==> config.mk <==
export PLATFORM = sky130hd
export DESIGN_NAME = lsu_front_flat
export DESIGN_NICKNAME = d
export VERILOG_FILES = /design/src/rtl/core/lsu_pkg.sv /design/src/rtl/core/lsu_req_if.sv /design/src/rtl/core/lsu_front.sv /design/src/flat_wrapper.sv
export SDC_FILE = /design/constraint.sdc
export NUM_CORES = 1
export LEC_CHECK = 0
export BUFFER_PORTS_ARGS = -buffer_cell sky130_fd_sc_hd__clkbuf_2
export CORE_ASPECT_RATIO = 1.1
export CORE_MARGIN = 3
export CORE_UTILIZATION = 44
export CTS_CLUSTER_DIAMETER = 80
export CTS_CLUSTER_SIZE = 30
export DETAILED_ROUTE_END_ITERATION = 7
export PLACE_DENSITY = 0.86
export SETUP_SLACK_MARGIN = 0.15
export SYNTH_ARGS = -nofsm -noshare
export SYNTH_HDL_FRONTEND = slang
export SYNTH_SLANG_ARGS = --single-unit
==> constraint.sdc <==
create_clock -name clk -period 2.2 [get_ports clk]
set_input_delay 0.11 -clock clk [delete_from_list [all_inputs] [get_ports clk]]
set_output_delay 0.11 -clock clk [all_outputs]
set_load 0.005 [all_outputs]
==> src/rtl/core/lsu_pkg.sv <==
// ----------------------------------------------------------------------------
// Load/store unit package
// Shared types and constants for the load/store unit: register indexes,
// the decoded operation that moves from the front end to the back end,
// and sizing constants.
// ----------------------------------------------------------------------------
package lsu_pkg;

	localparam int ADDR_BITS_DEF = 16;
	localparam int QUEUE_DEPTH   = 2;
	localparam int QPTR_W        = $clog2(QUEUE_DEPTH);
	localparam int QCNT_W        = $clog2(QUEUE_DEPTH + 1);

	localparam logic [7:0] HIGH_PAGE = 8'hFF;

	localparam logic [2:0] IDX_B   = 3'd0;
	localparam logic [2:0] IDX_C   = 3'd1;
	localparam logic [2:0] IDX_D   = 3'd2;
	localparam logic [2:0] IDX_E   = 3'd3;
	localparam logic [2:0] IDX_H   = 3'd4;
	localparam logic [2:0] IDX_L   = 3'd5;
	localparam logic [2:0] IDX_MEM = 3'd6;
	localparam logic [2:0] IDX_A   = 3'd7;

	typedef enum logic [2:0] {
		K_NONE,
		K_SET_REG,
		K_STORE,
		K_LOAD,
		K_SET_PAIR,
		K_SET_SP
	} op_kind_t;

	typedef enum logic [2:0] {
		AS_BC,
		AS_DE,
		AS_HL,
		AS_N16,
		AS_HIGH_N8,
		AS_HIGH_C
	} addr_sel_t;

	typedef enum logic [1:0] {
		DS_A,
		DS_IMM,
		DS_REG
	} data_sel_t;

	typedef enum logic [1:0] {
		HL_KEEP,
		HL_INC,
		HL_DEC
	} hl_step_t;

	typedef struct packed {
		op_kind_t  kind;
		addr_sel_t addr_sel;
		data_sel_t data_sel;
		hl_step_t  hl_step;
		logic [2:0]  dst;
		logic [2:0]  src;
		logic [15:0] imm;
	} lsu_op_t;

endpackage

==> src/rtl/core/lsu_req_if.sv <==
// ----------------------------------------------------------------------------
// Load/store request channel
// Valid/ready channel that carries one load-group instruction per request.
// ----------------------------------------------------------------------------
interface lsu_req_if;
	logic       valid;
	logic       ready;
	logic [4:0] req_type;
	logic [7:0] opcode;
	logic [7:0] imm_low;
	logic [7:0] imm_high;

	modport source (output valid, output req_type, output opcode, output imm_low,
		output imm_high, input ready);
	modport sink (input valid, input req_type, input opcode, input imm_low,
		input imm_high, output ready);
endinterface

==> src/rtl/core/lsu_front.sv <==
// ----------------------------------------------------------------------------
// Load/store front end
// Accepts requests and decodes the load form into an operation for the
// back end, held in one register stage.
// ----------------------------------------------------------------------------
module lsu_front (
	input  logic              clk,
	input  logic              arst_n,
	lsu_req_if.sink           req,
	output logic              push_valid,
	input  logic              push_ready,
	output lsu_pkg::lsu_op_t  push_op
);

	localparam logic [4:0] F_R_N8       = 5'd0;
	localparam logic [4:0] F_R_R        = 5'd1;
	localparam logic [4:0] F_ST_BC      = 5'd2;
	localparam logic [4:0] F_ST_DE      = 5'd3;
	localparam logic [4:0] F_LD_BC      = 5'd4;
	localparam logic [4:0] F_LD_DE      = 5'd5;
	localparam logic [4:0] F_ST_HLI     = 5'd6;
	localparam logic [4:0] F_ST_HLD     = 5'd7;
	localparam logic [4:0] F_LD_HLI     = 5'd8;
	localparam logic [4:0] F_LD_HLD     = 5'd9;
	localparam logic [4:0] F_BC_N16     = 5'd10;
	localparam logic [4:0] F_DE_N16     = 5'd11;
	localparam logic [4:0] F_ST_HL_N8   = 5'd12;
	localparam logic [4:0] F_SP_N16     = 5'd13;
	localparam logic [4:0] F_ST_ABS     = 5'd14;
	localparam logic [4:0] F_LD_ABS     = 5'd15;
	localparam logic [4:0] F_ST_HIGH_N8 = 5'd16;
	localparam logic [4:0] F_LD_HIGH_N8 = 5'd17;
	localparam logic [4:0] F_ST_HIGH_C  = 5'd18;
	localparam logic [4:0] F_LD_HIGH_C  = 5'd19;

	lsu_pkg::lsu_op_t dec;
	lsu_pkg::lsu_op_t op_s1;
	logic             valid_s1;
	logic [2:0]       dst;
	logic [2:0]       src;

	assign dst = req.opcode[5:3];
	assign src = req.opcode[2:0];

	always_comb begin
		dec          = '0;
		dec.kind     = lsu_pkg::K_NONE;
		dec.addr_sel = lsu_pkg::AS_HL;
		dec.data_sel = lsu_pkg::DS_A;
		dec.hl_step  = lsu_pkg::HL_KEEP;
		dec.dst      = lsu_pkg::IDX_A;
		dec.src      = src;
		dec.imm      = {req.imm_high, req.imm_low};
		case (req.req_type)
			F_R_N8: begin
				dec.data_sel = lsu_pkg::DS_IMM;
				if (dst == lsu_pkg::IDX_MEM) begin
					dec.kind = lsu_pkg::K_STORE;
				end else begin
					dec.kind = lsu_pkg::K_SET_REG;
					dec.dst  = dst;
				end
			end
			F_R_R: begin
				dec.data_sel = lsu_pkg::DS_REG;
				dec.dst      = dst;
				if (dst == lsu_pkg::IDX_MEM && src == lsu_pkg::IDX_MEM) begin
					dec.kind = lsu_pkg::K_NONE;
				end else if (dst == lsu_pkg::IDX_MEM) begin
					dec.kind = lsu_pkg::K_STORE;
				end else if (src == lsu_pkg::IDX_MEM) begin
					dec.kind = lsu_pkg::K_LOAD;
				end else begin
					dec.kind = lsu_pkg::K_SET_REG;
				end
			end
			F_ST_BC: begin
				dec.kind     = lsu_pkg::K_STORE;
				dec.addr_sel = lsu_pkg::AS_BC;
			end
			F_ST_DE: begin
				dec.kind     = lsu_pkg::K_STORE;
				dec.addr_sel = lsu_pkg::AS_DE;
			end
			F_LD_BC: begin
				dec.kind     = lsu_pkg::K_LOAD;
				dec.addr_sel = lsu_pkg::AS_BC;
			end
			F_LD_DE: begin
				dec.kind     = lsu_pkg::K_LOAD;
				dec.addr_sel = lsu_pkg::AS_DE;
			end
			F_ST_HLI: begin
				dec.kind    = lsu_pkg::K_STORE;
				dec.hl_step = lsu_pkg::HL_INC;
			end
			F_ST_HLD: begin
				dec.kind    = lsu_pkg::K_STORE;
				dec.hl_step = lsu_pkg::HL_DEC;
			end
			F_LD_HLI: begin
				dec.kind    = lsu_pkg::K_LOAD;
				dec.hl_step = lsu_pkg::HL_INC;
			end
			F_LD_HLD: begin
				dec.kind    = lsu_pkg::K_LOAD;
				dec.hl_step = lsu_pkg::HL_DEC;
			end
			F_BC_N16: begin
				dec.kind = lsu_pkg::K_SET_PAIR;
				dec.dst  = lsu_pkg::IDX_B;
			end
			F_DE_N16: begin
				dec.kind = lsu_pkg::K_SET_PAIR;
				dec.dst  = lsu_pkg::IDX_D;
			end
			F_ST_HL_N8: begin
				dec.kind     = lsu_pkg::K_STORE;
				dec.data_sel = lsu_pkg::DS_IMM;
			end
			F_SP_N16: begin
				dec.kind = lsu_pkg::K_SET_SP;
			end
			F_ST_ABS: begin
				dec.kind     = lsu_pkg::K_STORE;
				dec.addr_sel = lsu_pkg::AS_N16;
			end
			F_LD_ABS: begin
				dec.kind     = lsu_pkg::K_LOAD;
				dec.addr_sel = lsu_pkg::AS_N16;
			end
			F_ST_HIGH_N8: begin
				dec.kind     = lsu_pkg::K_STORE;
				dec.addr_sel = lsu_pkg::AS_HIGH_N8;
			end
			F_LD_HIGH_N8: begin
				dec.kind     = lsu_pkg::K_LOAD;
				dec.addr_sel = lsu_pkg::AS_HIGH_N8;
			end
			F_ST_HIGH_C: begin
				dec.kind     = lsu_pkg::K_STORE;
				dec.addr_sel = lsu_pkg::AS_HIGH_C;
			end
			F_LD_HIGH_C: begin
				dec.kind     = lsu_pkg::K_LOAD;
				dec.addr_sel = lsu_pkg::AS_HIGH_C;
			end
			default: begin
				dec.kind = lsu_pkg::K_NONE;
			end
		endcase
	end

	assign req.ready  = !valid_s1 || push_ready;
	assign push_valid = valid_s1;
	assign push_op    = op_s1;

	always_ff @(posedge clk or negedge arst_n) begin
		if (!arst_n) begin
			valid_s1 <= 1'b0;
		end else if (req.ready) begin
			valid_s1 <= req.valid;
		end
	end

	always_ff @(posedge clk) begin
		if (req.ready && req.valid) begin
			op_s1 <= dec;
		end
	end

endmodule

==> src/flat_wrapper.sv <==
// flat-port wrapper written by rule: the top's interface ports become plain ports
module lsu_front_flat 
  (clk, arst_n, push_valid, push_ready, push_op, req_valid, req_req_type, req_opcode, req_imm_low, req_imm_high, req_ready);
  lsu_req_if req_i ();
  input  logic clk;
  input  logic arst_n;
  output logic push_valid;
  input  logic push_ready;
  output lsu_pkg::lsu_op_t push_op;
  input wire logic [$bits(req_i.valid)-1:0] req_valid;
  input wire logic [$bits(req_i.req_type)-1:0] req_req_type;
  input wire logic [$bits(req_i.opcode)-1:0] req_opcode;
  input wire logic [$bits(req_i.imm_low)-1:0] req_imm_low;
  input wire logic [$bits(req_i.imm_high)-1:0] req_imm_high;
  output wire logic [$bits(req_i.ready)-1:0] req_ready;
  assign req_i.valid = req_valid;
  assign req_i.req_type = req_req_type;
  assign req_i.opcode = req_opcode;
  assign req_i.imm_low = req_imm_low;
  assign req_i.imm_high = req_imm_high;
  assign req_ready = req_i.ready;
  lsu_front u_core (.clk(clk), .arst_n(arst_n), .req(req_i), .push_valid(push_valid), .push_ready(push_ready), .push_op(push_op));
endmodule
# == Word level (Yosys, flattened, before mapping) ==
# Cells that the tools add are included.
# op_classes
muxes,10
n_reduce_logical,16
eq_ne,21
# ops
operator,count
"5-bit by 4-bit equality test with 1-bit output, second input constant",8
"5-bit by 3-bit equality test with 1-bit output, second input constant",4
"5-bit equality test, second input constant",4
3-bit one-hot mux with 6 select lines,1
2-bit OR reduction,9
3-bit one-hot mux with 5 select lines,1
3-bit one-hot mux with 4 select lines,1
"5-bit by 2-bit equality test with 1-bit output, second input constant",2
2-bit one-hot mux with 2 select lines,2
8-bit OR reduction,1
7-bit OR reduction,1
"3-bit equality test, second input constant",2
2-bit two-way mux,3
3-bit two-way mux,2
"5-bit by 1-bit equality test with 1-bit output, second input constant",1
5-bit logical NOT,1
1-bit logical AND,2
1-bit logical NOT,1
1-bit logical OR,1
# word_totals
ff_bits,33
word_cells,55

# == Depth between registers and ports, before layout ==
# logic_depth
ltp_word,5
depth_mapped,4

# == Worst setup path after synthesis ==
# No wires, ideal clock.
# synth_path
kind,register -> register
start,register u_core.valid_s1 (netlist: u_core.push_valid)
end,register u_core.op_s1 (netlist bit u_core.push_op[0]) (enable)
setup_ns,0.392
path_buffers,0
path_stages_with_launch,3
required_time_ns,1.808
period_less_slack_ns,1.702
t_arrival_ns,1.310
path_slack_ns,0.498
path_cell_list,dfrtp_1 > nand2b_1 > and2_1
# synth_between
elab_chain_cells,3
# synth_lines
item,line_no,text
start: declaration,lsu_front.sv:38,logic valid_s1;
start signal: assignment,lsu_front.sv:162,valid_s1 <= req.valid;
1-bit logical NOT,lsu_front.sv:154,assign req.ready = !valid_s1 || push_ready;
1-bit logical OR,lsu_front.sv:154,
named net req_ready,flat_wrapper.sv:15,output wire logic [$bits(req_i.ready)-1:0] req_ready;
1-bit logical AND,lsu_front.sv:167,if (req.ready && req.valid) begin
end signal: assignment,lsu_front.sv:168,op_s1 <= dec;
end: declaration,lsu_front.sv:37,lsu_pkg::lsu_op_t op_s1;
# The timed path passes the listed nets, and every way through them passes these cells.
# A chain may end at the register's enable or synchronous reset.

# == Worst setup path in the final report ==
# layout_path
start,register u_core.valid_s1 (netlist: u_core.push_valid)
end,register u_core.op_s1 (netlist bit u_core.push_op[8]) (enable)
# layout_between
elab_chain_cells,3
# layout_lines
item,line_no
1-bit logical NOT,lsu_front.sv:154
1-bit logical OR,lsu_front.sv:154
1-bit logical AND,lsu_front.sv:167
# No other way between the ends.

==> flow_summary_export.csv <==
group,metric,value,unit
sta,fin_crit,1.34,ns
sta,finalSetupViolations,0,
job,maxCapViolCount,0,
layout,stdcell_area,1930,um2
global_routing,grt_max_degree,33,
sta,max_slew_margin,74.3,%
route,drtIter0Drc,26,
sta,tightest_slew,0.386,ns
critical_path,critPathLaunchType,"flip-flop",
power_and_ir_drop,switching_share,22.0,%
power_and_ir_drop,power,1210,uW
route,post_drt_wl_per_cell,14.6,um
layout,multiInputGateArea,290,um2
layout,area_growth,45.0,%
critical_path,crit_path_top_delay_cell,"dfrtp_1",
floorplanning,num_rows,20,
layout,nets,208,
yosys,synth_fp_nets,120,
power_and_ir_drop,p_clk_share,25.2,%
outcome,status,"completed",
critical_path,worst-path-buf-inv,1,
critical_path,cp.depth,3,
floorplanning,core,2830,um2
floorplanning,io_pins,67,
global_routing,track_usage,17.9,%
clock_tree,clk_path_buf_depth,2,
yosys,syn-cell-area,1330,um2
power_and_ir_drop,power.density,625,nW/um2
clock_tree,cts_buffers,5,
floorplanning,start_util,47.0,%
route,wirelength,3060,um
clock_tree,clk_pin_slew,0.08,ns
yosys,synth.avg_cell_area,15.3,um2
route,drc,0,
worst_hold_path,hp-class,"primary input to asynchronous set/reset pin",
layout,ff_latch_area,986,um2
floorplanning,die_area,3720,um2
critical_path,criticalPathCategory,"flip-flop to flip-flop",
layout,antenna_cells,0,
critical_path,critPathMaxStageDelay,0.40,ns
sta,hold_ws,0.111,ns
critical_path,cp_data_required_time,2.18,ns
global_routing,grt_pass1_vias,1045,
sta,timing.setup.tns,0,ns
power_and_ir_drop,pwr-share-comb,13.5,%
layout,fillCellCount,212,
placed_design,port_buffers,64,
sta,timing.final.crit_share,60.9,%
clock_tree,tritoncts,"built",
clock_tree,cts_root_buf,"clkbuf_4",
clock_tree,ctsResizeCount,0,
power_and_ir_drop,switching_power,265,uW
global_routing,grt_overflow,0,
sta,hold_viol,0,
placed_design,place.gp.congestion,0.862,
power_and_ir_drop,power.leakage,0.000813,uW
critical_path,crit_family,"flip-flops",
power_and_ir_drop,pwr-share-seq,61.3,%
critical_path,arrival,1.32,ns
yosys,netlist_instances,87,
yosys,synth_warnings,0,
yosys,synth.ff_latch_count,33,
yosys,ys_seq_area_share,74.2,%
placed_design,hpwl,1940,um
layout,drive_above_1_share,44.3,%
critical_path,cp_max_fo,32,
layout,final_util,68.1,%
floorplanning,die_w,58.4,um
clock_tree,cts_sinks,33,
global_routing,grt_pass1_wl,4820,um
power_and_ir_drop,ir_drop,0.561,mV
power_and_ir_drop,internal_power,940,uW
critical_path,critical_path.cell_chain,"nand2b_1 > and2_1 > buf_4",
sta,slew_viol_final,0,
critical_path,r2r_cells,3,
sta,rsz0062_at_grt,"false",
route,first_pass_iters,4,
route,via_per_inst,4.95,
placed_design,place_area,1670,um2
sta,fin_skew,0.00838,ns
route,vias,1035,
critical_path,cp-end-kind,"flip-flop",
yosys,synth_cell_type_count,30,
route,final_antenna_net_count,0,
clock_tree,worstSkewPairLatency,0.32,ns
floorplanning,die_h,63.6,um
clock_tree,cts_setup_buffers,0,
global_routing,antenna_found_initial,0,
clock_tree,htree_num_levels,2,
sta,clock.fmax,0.746,GHz
==> final timing paths <==
kind	startpoint	endpoint	slack (ns)
max in group asynchronous	arst_n	u_core.push_valid$_DFFE_PN0N_	1.99
setup reg to reg	u_core.push_valid$_DFFE_PN0N_	u_core.push_op[8]$_DFFE_PP_	0.86
hold reg to reg	u_core.push_valid$_DFFE_PN0N_	u_core.push_valid$_DFFE_PN0N_	0.61
min in group clk	push_ready	u_core.push_valid$_DFFE_PN0N_	0.15
hold / removal	arst_n	u_core.push_valid$_DFFE_PN0N_	0.11
setup / recovery	u_core.push_valid$_DFFE_PN0N_	u_core.push_op[8]$_DFFE_PP_	0.86
==> Yosys cell counts <==
cell | instances | area (um2)
or3b_1 | 1 | 8.76
edfxtp_1 | 32 | 961
nor2b_1 | 1 | 6.26
o211a_1 | 1 | 10.0
buf_4 | 2 | 15.0
a211oi_2 | 2 | 25.0
nor3_1 | 3 | 15.0
nand3b_1 | 1 | 7.51
nor2_1 | 5 | 18.8
nand4b_1 | 1 | 8.76
a32oi_1 | 1 | 8.76
a2111oi_2 | 1 | 15.0
inv_1 | 2 | 7.51
a211o_1 | 1 | 8.76
nand2_1 | 5 | 18.8
inv_2 | 4 | 15.0
o22ai_1 | 1 | 6.26
and2_1 | 1 | 6.26
dfrtp_1 | 1 | 25.0
xnor2_1 | 2 | 17.5
o32ai_1 | 2 | 17.5
o21ai_1 | 4 | 20.0
buf_2 | 3 | 15.0
or2_0 | 1 | 6.26
a32o_1 | 1 | 10.0
nand2b_1 | 3 | 18.8
or3_4 | 1 | 11.3
nand3_1 | 1 | 5.00
or4_1 | 1 | 7.51
or3_1 | 2 | 12.5
==> routing by layer <==
metal | up-vias | global-route usage, % | wire [um]
met5 | - | 0 | 0
met4 | 0 | 6.09 | 43
met3 | 7 | 7.38 | 337
met2 | 58 | 30.7 | 1510
met1 | 467 | 19.5 | 1170
li1 | 503 | - | -
==> registers in the layout, summed over array words and instances (netlist names) <==
| register | flops |
|---|---|
| u_core.push_valid | 1 |
| u_core.push_op | 32 |
==> cells by family (layout without fill, tap and decap cells) <==
family | Yosys count | in the layout | share of synthesized area (%)
simple gates | 27 | 27 | 11.4
compound gates | 14 | 14 | 9.13
xor+xnor | 2 | 2 | 1.32
flops | 33 | 33 | 74.2
buf+inv | 11 | 100 | 3.95
==> power by group through the flow <==
stage | combinational, uW | sequential, uW | clock [uW]
global placement | 128 | 751 | 0
global route | 181 | 741 | 355
floorplan | 58.2 | 757 | 0
CTS | 163 | 738 | 315
detailed placement | 133 | 752 | 0
finish | 163 | 738 | 303
==> cells in the final DEF, fill, tap and decap left out, types with 2 or more instances in the layout <==
master	Yosys	routed
clkbuf_2	0	64
edfxtp_1	32	32
dlygate4sd3_1	0	21
nand2_1	5	5
nor2_1	5	5
clkbuf_4	0	5
inv_2	4	4
o21ai_1	4	4
nand2b_1	3	3
nor3_1	3	3
clkbuf_1	0	3
o32ai_1	2	2
xnor2_1	2	2
inv_1	2	2
or3_1	2	2
a211oi_2	2	2
==> per-stage QoR <==
| stage | instances | setup slack (ns) |
|---|---|---|
| after floorplan | 87 | 0.498 |
| after global placement | 180 | 0.887 |
| after detailed placement | 180 | 0.867 |
| after CTS | 209 | 0.868 |
| after global routing | 209 | 0.748 |
| final | 209 | 0.860 |
==> layout make-up <==
class | instances | share of cell area (%)
multi-input combinational | 43 | 15.1
sequential | 33 | 51.2
inverter | 6 | 1.17
tap | 33 | 2.14
timing repair buffer | 86 | 27.9
clock buffer | 8 | 2.53
==> repair_timing <==
item / 4_1_cts / 5_1_grt
hold buffers: 21 / 0
setup endpoints to repair: 0 / 0
hold endpoints to repair: 21 / 0
(Power assumes the default switching activity.)
