[src/rtl/core/lsu_pkg.sv]
// ----------------------------------------------------------------------------
// Load/store unit package
// Shared types and constants for the load/store unit: register indexes,
// the decoded operation that moves from the front end to the back end,
// and sizing constants.
// ----------------------------------------------------------------------------
package lsu_pkg;

	localparam int ADDR_BITS_DEF = 16;
	localparam int QUEUE_DEPTH   = 2;
	localparam int QPTR_W        = $clog2(QUEUE_DEPTH);
	localparam int QCNT_W        = $clog2(QUEUE_DEPTH + 1);

	localparam logic [7:0] HIGH_PAGE = 8'hFF;

	localparam logic [2:0] IDX_B   = 3'd0;
	localparam logic [2:0] IDX_C   = 3'd1;
	localparam logic [2:0] IDX_D   = 3'd2;
	localparam logic [2:0] IDX_E   = 3'd3;
	localparam logic [2:0] IDX_H   = 3'd4;
	localparam logic [2:0] IDX_L   = 3'd5;
	localparam logic [2:0] IDX_MEM = 3'd6;
	localparam logic [2:0] IDX_A   = 3'd7;

	typedef enum logic [2:0] {
		K_NONE,
		K_SET_REG,
		K_STORE,
		K_LOAD,
		K_SET_PAIR,
		K_SET_SP
	} op_kind_t;

	typedef enum logic [2:0] {
		AS_BC,
		AS_DE,
		AS_HL,
		AS_N16,
		AS_HIGH_N8,
		AS_HIGH_C
	} addr_sel_t;

	typedef enum logic [1:0] {
		DS_A,
		DS_IMM,
		DS_REG
	} data_sel_t;

	typedef enum logic [1:0] {
		HL_KEEP,
		HL_INC,
		HL_DEC
	} hl_step_t;

	typedef struct packed {
		op_kind_t  kind;
		addr_sel_t addr_sel;
		data_sel_t data_sel;
		hl_step_t  hl_step;
		logic [2:0]  dst;
		logic [2:0]  src;
		logic [15:0] imm;
	} lsu_op_t;

endpackage

[src/rtl/core/lsu_queue.sv]
// ----------------------------------------------------------------------------
// Load/store operation queue
// Short FIFO of decoded operations between the front end and the back end.
// ----------------------------------------------------------------------------
module lsu_queue (
	input  logic              clk,
	input  logic              arst_n,
	input  logic              push_valid,
	output logic              push_ready,
	input  lsu_pkg::lsu_op_t  push_op,
	output logic              pop_valid,
	input  logic              pop_ready,
	output lsu_pkg::lsu_op_t  pop_op
);

	lsu_pkg::lsu_op_t              entry_q [lsu_pkg::QUEUE_DEPTH];
	logic [lsu_pkg::QPTR_W-1:0]    wr_ptr_q;
	logic [lsu_pkg::QPTR_W-1:0]    rd_ptr_q;
	logic [lsu_pkg::QCNT_W-1:0]    count_q;
	logic                          push;
	logic                          pop;

	assign push_ready = count_q != lsu_pkg::QCNT_W'(lsu_pkg::QUEUE_DEPTH);
	assign pop_valid  = count_q != '0;
	assign pop_op     = entry_q[rd_ptr_q];
	assign push       = push_valid && push_ready;
	assign pop        = pop_valid && pop_ready;

	always_ff @(posedge clk or negedge arst_n) begin
		if (!arst_n) begin
			wr_ptr_q <= '0;
			rd_ptr_q <= '0;
			count_q  <= '0;
		end else begin
			if (push) begin
				wr_ptr_q <= (wr_ptr_q == lsu_pkg::QPTR_W'(lsu_pkg::QUEUE_DEPTH - 1)) ?
					'0 : wr_ptr_q + 1'b1;
			end
			if (pop) begin
				rd_ptr_q <= (rd_ptr_q == lsu_pkg::QPTR_W'(lsu_pkg::QUEUE_DEPTH - 1)) ?
					'0 : rd_ptr_q + 1'b1;
			end
			if (push && !pop) begin
				count_q <= count_q + 1'b1;
			end else if (pop && !push) begin
				count_q <= count_q - 1'b1;
			end
		end
	end

	always_ff @(posedge clk) begin
		if (push) begin
			entry_q[wr_ptr_q] <= push_op;
		end
	end

endmodule

[config.mk]
export PLATFORM = sky130hd
export DESIGN_NAME = lsu_queue
export DESIGN_NICKNAME = d
export VERILOG_FILES = /design/src/rtl/core/lsu_pkg.sv /design/src/rtl/core/lsu_queue.sv
export SDC_FILE = /design/constraint.sdc
export NUM_CORES = 1
export LEC_CHECK = 0
export BUFFER_PORTS_ARGS = -buffer_cell sky130_fd_sc_hd__clkbuf_2
export CAP_MARGIN = 20
export CORE_UTILIZATION = 56
export CTS_CLUSTER_DIAMETER = 120
export DETAILED_ROUTE_END_ITERATION = 10
export PLACE_DENSITY = 0.9
export SLEW_MARGIN = 20
export SYNTH_ARGS = -nofsm -noshare
export SYNTH_HDL_FRONTEND = slang
export SYNTH_SLANG_ARGS = --single-unit
export TNS_END_PERCENT = 50
[constraint.sdc]
create_clock -name clk -period 7.5 [get_ports clk]
set_input_delay 1.125 -clock clk [delete_from_list [all_inputs] [get_ports clk]]
set_output_delay 1.125 -clock clk [all_outputs]
set_load 0.02 [all_outputs]
# Word-level counts from Yosys, hierarchy flattened
# Memories as Yosys holds them, arrays and structs flattened.
# Index checks and enable logic that the tools add are counted.
# W data, S select, Z words.
[word_totals] register_bits=4 latch_bits=0 ram_bits=64 mem_bits_ro=0 inputBits=36 out_inout_bits=34 word_cells=23 memories=1
[memory_table] name="entry_q" words=2 word_bits=32 read_ports=1 rd_clocked_by_memory_dff=0 write_ports=1 line="lsu_queue.sv:16" source="lsu_pkg::lsu_op_t entry_q [lsu_pkg::QUEUE_DEPTH];"
[classes] addsub=4 n_mul=0 div=0 magnitude_cmp=0 n_eq_ne=1 shifts=0 muxes=6 bitwise_logic=0 n_reduce_logical=8
[ops] op="$logic_and A1 B1 Y1" count=4
[ops] op="$mux W1" count=4
[ops] op="$mux W2" count=2
[ops] op="$reduce_bool A2 Y1" count=2
[ops] op="$add A1 B1 Y1 const B" count=2
[ops] op="$add A2 B1 Y2 const B" count=1
[ops] op="$logic_not A1 Y1" count=2
[ops] op="$ne A2 B2 Y1 const B" count=1
[ops] op="$sub A2 B1 Y2 const B" count=1

# Logic depth before layout (Yosys ltp)
# Gate-level depths: netlist of the first run.
[logic_depth] word_depth=6 mapped_depth=7

# Worst setup path before layout of the first run
# OpenSTA, ideal clock, no wires.
[synth_timing] kind="input -> register" start="input push_valid" end="memory entry_q[0][0] (netlist bit), enable pin" setup_time_ps=421 arrival_ps=2577 slack_ps=4502 stages=2 path_buffers=0 cell_sequence="nand2_1 -> nor2_1"
[synth_between] elab_chain_len=3
[synth_rtl] element="from (decl)" line="lsu_queue.sv:8" source="input logic push_valid,"
[synth_rtl] element="$logic_and A1 B1 Y1" line="lsu_queue.sv:26" source="assign push = push_valid && push_ready;"
[synth_rtl] element="$mux W1" line="lsu_queue.sv:52" source="if (push) begin"
[synth_rtl] element="$mux W1 (implied by the code)" line="lsu_queue.sv:53" source="entry_q[wr_ptr_q] <= push_op;"
[synth_rtl] element="to (decl)" line="lsu_queue.sv:16"
# Every way passes these cells.

==> results.json, run 1 <==
{
  "cts_buffers": 9,
  "cpMaxStageDelayCell": "dfrtp_2",
  "powerDensity_nw_per_um2": 416.3,
  "htreeDepth": 3,
  "setup_viol": 0,
  "syn_nets": 155,
  "max_cap_violations": 0,
  "grt_max_degree": 34,
  "seqPwrFrac_pct": 44.3,
  "tns_ns": 0,
  "grt_pass1_wl_um": 6078,
  "grt.overflow.total": 0,
  "p_sw_share_pct": 31.44,
  "placementRows": 24,
  "violations": "design-rule violations",
  "worst_pin_slew_ns": 0.9880,
  "finalCritPeriodShare_pct": 40.90,
  "drive_above_1_share_pct": 59.00,
  "crit_path_start_kind": "register",
  "pin_count": 70,
  "drt_wl_total_um": 3899,
  "max-clock-path-buffers": 2,
  "synth-xor-area-share_pct": 1.647,
  "synth_compound_area_share_pct": 0,
  "grt_util_met1_pct": 19.30,
  "maxSlewHeadroom_pct": 34.14,
  "worst_path_largest_cell_delay_ns": 1.01,
  "vias": 1292,
  "grt_pass1_vias": 1326,
  "synthesis.area_um2": 2659,
  "antenna_found_initial": 0,
  "power_leakage_uw": 0.001333,
  "rsz0062_at_grt": "no",
  "cp.required_ns": 6.38,
  "syn_to_final_growth_pct": 21.18,
  "post-dp-hpwl_um": 2611,
  "cts_hold_buffers": 0,
  "ys_warn_count": 0,
  "fp.dieH_um": 70.91,
  "final_nets": 232,
  "critPathMaxFanout": 33,
  "stdcell_area_um2": 3222,
  "synth.avg_cell_area_um2": 22.53,
  "grt.total_usage_pct": 17.10,
  "skew_ns": 0.006945,
  "cts_setup_buffers": 0,
  "use_met3_pct": 8.689,
  "synth_top_family_by_area": "multiplexers",
  "drt_iter0_drc": 89,
  "ys_seq_area_share_pct": 76.05,
  "synth_simple_gate_area_share_pct": 1.365,
  "critical_path_arrival_ns": 1.94,
  "clk_pin_slew_ns": 0.06,
  "power_switching_uw": 421.7,
  "worstHoldPathType": "reg2reg",
  "initial_utilization_pct": 59.83,
  "power_frac_comb_pct": 32.6,
  "yosysUniqueCellTypes": 16,
  "die_width_um": 70.91,
  "internal_power_uw": 919.5,
  "dr.pass1.iters": 9,
  "setup.worst_path.class": "reg2out",
  "slew_violations": 0,
  "ir_worst_vdd_uv": 320.3,
  "avgRoutedWirePerCell_um": 15.47,
  "remaining_drc_errors": 8,
  "final.fill_count": 278,
  "buffer_ports.inserted": 69,
  "ant_nets": 0,
  "clkPwrFrac_pct": 23.0,
  "clock_tree.root_cell": "clkbuf_8",
  "crit_buf_inv": 1,
  "synth-seq-cells": 68,
  "final-hold-violation-count": 0,
  "core_area_um2": 4444,
  "gp_congestion": 0.6353,
  "synth_fa_ha_area_share_pct": 0.4706,
  "clk_latency_ns": 0.33,
  "synthMuxAreaShare_pct": 17.65,
  "placed_area_um2": 3014,
  "path_cells": "mux2_2 > clkbuf_2",
  "grt_use_met2_pct": 27.56,
  "avgViaCountPerCell": 5.127,
  "busiest_layer": "met2",
  "cts_sinks": 68,
  "max_freq_mhz": 326.0,
  "syn_inst": 118,
  "diodes": 0,
  "die-area_um2": 5028,
  "fin_crit_ns": 3.068,
  "cts_tree": "built",
  "crit_path_end_kind": "output port",
  "cts_resized": 0,
  "status": "complete, but fails checks",
  "critical-path-top-delay-family": "flip-flops"
}
## registers in the layout, indices dropped and copies added, names as in the netlist
signal and cells:
wr_ptr_q 1, count_q 2, entry_q 64, rd_ptr_q 1
## cell type report
class                   instances  area (µm²)  share of cell area (%)
clock inverters                 5       76.32                   2.369
well taps                      52       65.06                   2.019
flip-flops and latches         68        2023                   62.80
multi-input cells              45       569.3                   17.67
repair buffers                 70       352.8                   10.95
clock buffers                  11       131.4                   4.078
inverters                       1       3.754                  0.1165
## through the flow
step	total power, µW	cells	setup slack, ns	utilization, %	hold WS, ns
4_1_cts	1356	252	4.410	72.49	0.5029
2_1_floorplan	950.3	118	4.502	-	0.4564
5_1_grt	1404	252	4.353	72.49	0.5327
3_5_place_dp	1045	236	4.782	67.82	0.4910
3_3_place_gp	1026	236	4.813	67.82	0.4731
6_report	1341	252	4.432	72.49	0.5016
## placed cells by master (no fill, tap or decap)
master and n:
xnor2_1 3, clkbuf_8 9, dfrtp_1 3, clkinv_2 1, nor2_1 1, mux2_2 3
edfxtp_1 64, and3_1 1, nand2_2 1, mux2_4 29, nand2_1 1, nand2b_1 1
clkbuf_2 69, inv_1 1, dfrtp_2 1, bufinv_16 2, buf_4 1, or2_1 1
clkbuf_1 2, nor2_4 1, ha_1 1, xor2_1 2, clkinvlp_4 1, clkinv_1 1
## power by group through the flow
stage | Combinational, µW | Sequential, µW | Clock [µW]
finish | 437 | 595 | 309
global placement | 430 | 596 | 0
global route | 464 | 605 | 335
floorplan | 399 | 551 | 0
CTS | 442 | 597 | 317
detailed placement | 440 | 605 | 0
## metal layers
layer | part of all wire (%) | vias to the layer above
met2 | 49 | 60
met5 | 0 | -
met4 | 0.97 | 0
met3 | 8.1 | 7
li1 | - | 608
met1 | 42 | 617
## cell families (layout without fill, tap and decap cells)
family | Yosys count | in the layout
buffers and inverters | 5 | 87
xor gates and xnor gates | 5 | 5
and+or+nand+nor | 7 | 7
muxes | 32 | 32
adders and majority gates | 1 | 1
DFF | 68 | 68
## path summary, 6_finish.rpt
kind | from | end | depth (start not counted) | slack, ns
min reg2reg | count_q[1]$_DFFE_PN0P_ | count_q[1]$_DFFE_PN0P_ | 1 | 0.50
max reg2reg | count_q[0]$_DFFE_PN0P_ | entry_q[0][13]$_DFFE_PP_ | 3 | 5.68
max | rd_ptr_q$_DFFE_PN0P_ | pop_op[11] | 2 | 4.43
min | count_q[1]$_DFFE_PN0P_ | count_q[1]$_DFFE_PN0P_ | 1 | 0.50
min in group asynchronous | arst_n | count_q[1]$_DFFE_PN0P_ | 1 | 0.60
max in group asynchronous | arst_n | rd_ptr_q$_DFFE_PN0P_ | 1 | 6.75
## cell usage after synthesis, drive strengths merged
cell type	number	area, µm²
dfrtp	4	100.1
or2	1	6.260
and3	1	6.260
buf	4	71.32
xnor2	3	26.28
edfxtp	64	1922
ha	1	12.51
mux2	32	469.2
xor2	2	17.52
nand2	2	10.01
nor2	2	7.510
nand2b	1	6.260
inv	1	3.750
## worst register-to-register path, stage by stage (launching register included)
cell and delay (ns):
dfrtp_1 0.40, nand2b_1 0.16, nand2_1 0.14, nor2_4 0.74
No activity file was read; power rests on OpenSTA's default activity.
==> run 2: changes to the inputs <==
--- a/config.mk
+++ b/config.mk
@@ -7,10 +7,10 @@
 export LEC_CHECK = 0
 export BUFFER_PORTS_ARGS = -buffer_cell sky130_fd_sc_hd__clkbuf_2
 export CAP_MARGIN = 20
-export CORE_UTILIZATION = 56
+export CORE_UTILIZATION = 47
 export CTS_CLUSTER_DIAMETER = 120
 export DETAILED_ROUTE_END_ITERATION = 10
-export PLACE_DENSITY = 0.9
+export PLACE_DENSITY = 0.81
 export SLEW_MARGIN = 20
 export SYNTH_ARGS = -nofsm -noshare
 export SYNTH_HDL_FRONTEND = slang
==> constraint.sdc (replaced) <==
create_clock -name clk -period 2.6 [get_ports clk]
set_input_delay 0.39 -clock clk [delete_from_list [all_inputs] [get_ports clk]]
set_output_delay 0.39 -clock clk [all_outputs]
set_load 0.02 [all_outputs]
==> run 2 against run 1 <==
Non-clock buffer count is 3 higher. Highest routed layer unchanged. Critical endpoint is now pop_op[12]. The run now ends clean. Worst hold slack got worse by 0.24 ns. Clock power rose by 110%. Largest power group unchanged. Flip-flop and latch count stayed put. Largest cell class unchanged. Critical path depth increased by 1. Via count is 1.9% higher.
==> results.json, run 2 (same netlist as run 1, synthesis figures left out) <==
{
  "syn_to_final_growth_pct": 21.36,
  "cts_tree": "built",
  "gp_congestion": 0.7410,
  "grt.total_usage_pct": 14.02,
  "skew_ns": 0.004359,
  "critical_path_arrival_ns": 1.71,
  "cts_sinks": 68,
  "grt_use_met2_pct": 22.92,
  "setup.worst_path.class": "reg2out",
  "regMostFlops": "entry_q",
  "biggestRegsByFlops": "entry_q (64), count_q (2)",
  "htreeDepth": 3,
  "busiest_layer": "met2",
  "finalCritPeriodShare_pct": 80.65,
  "status": "finished clean",
  "cts_buffers": 9,
  "max_cap_violations": 0,
  "largest_reg_flops": 64,
  "setup_viol": 0,
  "diodes": 0,
  "grt_max_degree": 33,
  "grt_pass1_vias": 1316,
  "use_met3_pct": 3.690,
  "die_width_um": 77.22,
  "max-clock-path-buffers": 2,
  "fin_crit_ns": 2.097,
  "max_freq_mhz": 476.9,
  "rsz0062_at_grt": "no",
  "cts_setup_buffers": 0,
  "ir_worst_vdd_uv": 661.9,
  "powerDensity_nw_per_um2": 1136,
  "tns_ns": 0,
  "final_common_cell": "clkbuf_2",
  "power_leakage_uw": 0.001331,
  "grt.overflow.total": 0,
  "final_nets": 235,
  "maxSlewHeadroom_pct": 71.54,
  "placed_area_um2": 3067,
  "final.fill_count": 432,
  "clock_tree.root_cell": "clkbuf_8",
  "final-hold-violation-count": 0,
  "cts_resized": 0,
  "avgViaCountPerCell": 4.803,
  "clk_pin_slew_ns": 0.06,
  "holdWs_ns": 0.2590,
  "dp.cells": 258,
  "pin_count": 70,
  "crit_path_start_kind": "register",
  "finalNonFillerCells": 274,
  "worst_pin_slew_ns": 0.4269,
  "clk_latency_ns": 0.32,
  "crit_path_end_kind": "output port",
  "cp.required_ns": 2.21,
  "initial_utilization_pct": 48.58,
  "worstHoldPathType": "in2reg",
  "avgRoutedWirePerCell_um": 13.97,
  "stdcell_area_um2": 3227,
  "fp.dieH_um": 77.22,
  "drive_above_1_share_pct": 58.91,
  "slew_violations": 0,
  "remaining_drc_errors": 0,
  "layout_common_cells": "clkbuf_2 (69), edfxtp_1 (64), mux2_4 (29), clkbuf_8 (9)",
  "cts_hold_buffers": 1,
  "ant_nets": 0,
  "die-area_um2": 5962,
  "post-dp-hpwl_um": 2646,
  "critPathMaxFanout": 22,
  "drt_wl_total_um": 3827,
  "buffer_ports.inserted": 69,
  "placementRows": 27,
  "drt_iter0_drc": 65,
  "grt_util_met1_pct": 15.45,
  "dr.pass1.iters": 4,
  "core_area_um2": 5473,
  "vias": 1316,
  "grt_pass1_wl_um": 5858,
  "antenna_found_initial": 0
}
[run 2: layer usage]
layer / up-vias / share of wire, %
li1: 614 / -
met1: 641 / 40
met2: 53 / 51
met3: 8 / 5.8
met4: 0 / 2.5
met5: - / 0
[run 2: worst paths after layout]
| path | to | cells after the start | slack (ns) | start |
|---|---|---|---|---|
| hold / removal | entry_q[1][12]$_DFFE_PP_ | 1 | 0.26 | push_op[12] |
| max in group asynchronous | rd_ptr_q$_DFFE_PN0P_ | 2 | 2.06 | arst_n |
| setup reg to reg | entry_q[0][22]$_DFFE_PP_ | 4 | 1.06 | count_q[0]$_DFFE_PN0P_ |
| min in group asynchronous | wr_ptr_q$_DFFE_PN0P_ | 2 | 0.40 | arst_n |
| setup / recovery | pop_op[12] | 3 | 0.50 | rd_ptr_q$_DFFE_PN0P_ |
| hold reg to reg | count_q[1]$_DFFE_PN0P_ | 1 | 0.51 | count_q[1]$_DFFE_PN0P_ |
[run 2: worst max-delay path, stage by stage (launching register included)]
cell      delay, ns
dfrtp_2        0.61
buf_12         0.26
mux2_2         0.35
clkbuf_2       0.16
[run 2: layout make-up]
cell class / count / area [µm²] / share of cell area (%)
flip-flops and latches: 68 / 2023 / 62.70
multi-input cells: 45 / 569.3 / 17.64
repair buffers: 73 / 390.4 / 12.10
clock buffers: 12 / 135.1 / 4.188
well taps: 72 / 90.09 / 2.792
clock inverters: 3 / 15.01 / 0.4653
inverters: 1 / 3.754 / 0.1163
[run 2: per-stage QoR]
step / power [µW] / utilization, % / setup WS (ns)
2_1_floorplan: 2741 / - / 0.02508
3_3_place_gp: 3008 / 56.04 / 0.8523
3_5_place_dp: 3049 / 56.04 / 0.8172
4_1_cts: 3715 / 58.96 / 0.4657
5_1_grt: 3836 / 58.96 / 0.4197
6_report: 3665 / 58.96 / 0.5031
[run 2: power breakdown]
group          leakage, µW  internal, µW  total (µW)  switching, µW
registers         0.000640          1510        1640            130
logic             0.000611           633        1370            733
clock network    0.0000800           336         664            328
total              0.00133          2470        3670           1190
==> run 3: changes to the inputs <==
==> constraint.sdc (replaced) <==
create_clock -name clk -period 1.85 [get_ports clk]
set_input_delay 0.2775 -clock clk [delete_from_list [all_inputs] [get_ports clk]]
set_output_delay 0.2775 -clock clk [all_outputs]
set_load 0.02 [all_outputs]
==> run 3 against run 2 <==
Via count shrank 0.76%. Clock-buffer cell count decreased by 1. Design area up 1.7%. Wire length is 3.8% higher. Die area is the same. Combinational power grew 50%. Largest power group unchanged. Highest routed layer unchanged.
==> results.json, run 3 (same netlist as run 1, synthesis figures left out) <==
{
  "crit_path_end_kind": "output port",
  "vias": 1306,
  "core_area_um2": 5473,
  "clk_latency_ns": 0.32,
  "critical-path-top-delay-family": "flip-flops",
  "cts_tree": "built",
  "rrSetupSlack_ns": 0.30,
  "reg2reg_depth": 6,
  "status": "finished clean",
  "die_width_um": 77.22,
  "dr.pass1.iters": 4,
  "cpMaxStageDelayCell": "dfrtp_2",
  "grt_pass1_vias": 1354,
  "r2r_start": "count_q[0]$_DFFE_PN0P_",
  "powerDensity_nw_per_um2": 1637,
  "finalCritPeriodShare_pct": 92.66,
  "antenna_found_initial": 0,
  "cts_resized": 0,
  "drt_iter0_drc": 58,
  "worst_path_largest_cell_delay_ns": 0.38,
  "pin_count": 70,
  "syn_to_final_growth_pct": 23.39,
  "ant_nets": 0,
  "rsz0062_at_grt": "no",
  "initial_utilization_pct": 48.58,
  "worst_pin_slew_ns": 0.1969,
  "drt_wl_total_um": 3974,
  "placementRows": 27,
  "grt_max_degree": 33,
  "cts_hold_buffers": 1,
  "final_util_pct": 59.95,
  "cts_sinks": 68,
  "avgRoutedWirePerCell_um": 14.50,
  "skew_ns": 0.005743,
  "hold_start": "push_op[27]",
  "maxSlewHeadroom_pct": 86.87,
  "clock_tree.root_cell": "clkbuf_8",
  "setup_viol": 0,
  "gp_congestion": 0.7187,
  "drive_above_1_share_pct": 59.41,
  "grt.overflow.total": 0,
  "fp.dieH_um": 77.22,
  "cts_setup_buffers": 0,
  "layout_common_cells": "clkbuf_2 (69), edfxtp_1 (64), mux2_4 (29), clkbuf_8 (9)",
  "crit_buf_inv": 2,
  "final-hold-violation-count": 0,
  "buffer_ports.inserted": 69,
  "max-clock-path-buffers": 2,
  "crit_path_start_kind": "register",
  "cp.required_ns": 1.57,
  "worstHoldPathType": "in2reg",
  "path_depth": 3,
  "regMostFlops": "entry_q",
  "avgViaCountPerCell": 4.766,
  "path_cells": "buf_12 > mux2_2 > clkbuf_2",
  "cts_buffers": 9,
  "max_freq_mhz": 583.3,
  "final_nets": 236,
  "setup.worst_path.class": "reg2out",
  "biggestRegsByFlops": "entry_q (64), count_q (2)",
  "slew_violations": 0,
  "grt.total_usage_pct": 13.99,
  "die-area_um2": 5962,
  "htreeDepth": 3,
  "critical_path_arrival_ns": 1.44,
  "post-dp-hpwl_um": 2688,
  "ir_worst_vdd_uv": 1331,
  "diodes": 0,
  "max_cap_violations": 0,
  "hold_depth": 1,
  "final_common_cell": "clkbuf_2",
  "total_power_uw": 5369,
  "critPathMaxFanout": 25,
  "power_leakage_uw": 0.001352,
  "grt_pass1_wl_um": 6092,
  "remaining_drc_errors": 0,
  "r2r_end": "count_q[1]$_DFFE_PN0P_",
  "fin_crit_ns": 1.714,
  "largest_reg_flops": 64,
  "clk_pin_slew_ns": 0.07,
  "hold_end": "entry_q[0][27]$_DFFE_PP_"
}
-- run 3: worst max-delay path by stage --
| stage | startpoint | to |
|---|---|---|
| final | rd_ptr_q$_DFFE_PN0P_ | pop_op[11] |
| after floorplan | count_q[0]$_DFFE_PN0P_ | entry_q[1][0]$_DFFE_PP_ |
| after global placement | count_q[0]$_DFFE_PN0P_ | count_q[1]$_DFFE_PN0P_ |
| after CTS | rd_ptr_q$_DFFE_PN0P_ | pop_op[11] |
| after detailed placement | count_q[0]$_DFFE_PN0P_ | count_q[1]$_DFFE_PN0P_ |
| after global routing | rd_ptr_q$_DFFE_PN0P_ | pop_op[11] |
-- run 3: metrics by stage --
stage               setup TNS [ns]  hold WS [ns]  area (µm²)  cells  setup WS (ns)
CTS                              0        0.1332        3281    274         0.1150
global route                     0        0.1333        3281    274        0.08139
global placement                 0       0.08829        3099    259         0.4082
floorplan                   -2.209      -0.01809        2666    118       -0.06903
finish                           0        0.1467        3281    274         0.1357
detailed placement               0       0.09043        3099    259         0.3027
-- run 3: worst reg2reg max path: cells and delay by family, from the launching register on --
family                     cells  cell delay [ns]
adders and majority gates      1             0.32
and+or+nand+nor                3             0.50
buffers and inverters          1             0.07
xor gates and xnor gates       1             0.16
DFF                            1             0.41
-- run 3: metal layers --
| metal | vias to the layer above | global-route usage (%) | wire [µm] |
|---|---|---|---|
| li1 | 614 | - | - |
| met1 | 646 | 15.06 | 1607 |
| met2 | 40 | 24.60 | 2155 |
| met3 | 6 | 3.095 | 149 |
| met4 | 0 | 9.057 | 62 |
| met5 | - | 0 | 0 |
-- run 3: area by class of cell --
type	instances	area (µm²)
tap	72	90.09
clock inverter	3	40.04
timing repair buffer	74	422.9
fill	442	2192
clock buffer	11	131.4
sequential	68	2023
multi-input combinational	45	569.3
inverter	1	3.754
-- run 3: where the power goes --
group	total (µW)	leakage, µW	switching [µW]	internal (µW)
Clock	1080	0.0000890	475	604
Combinational	2060	0.000622	1110	943
Sequential	2230	0.000640	120	2110
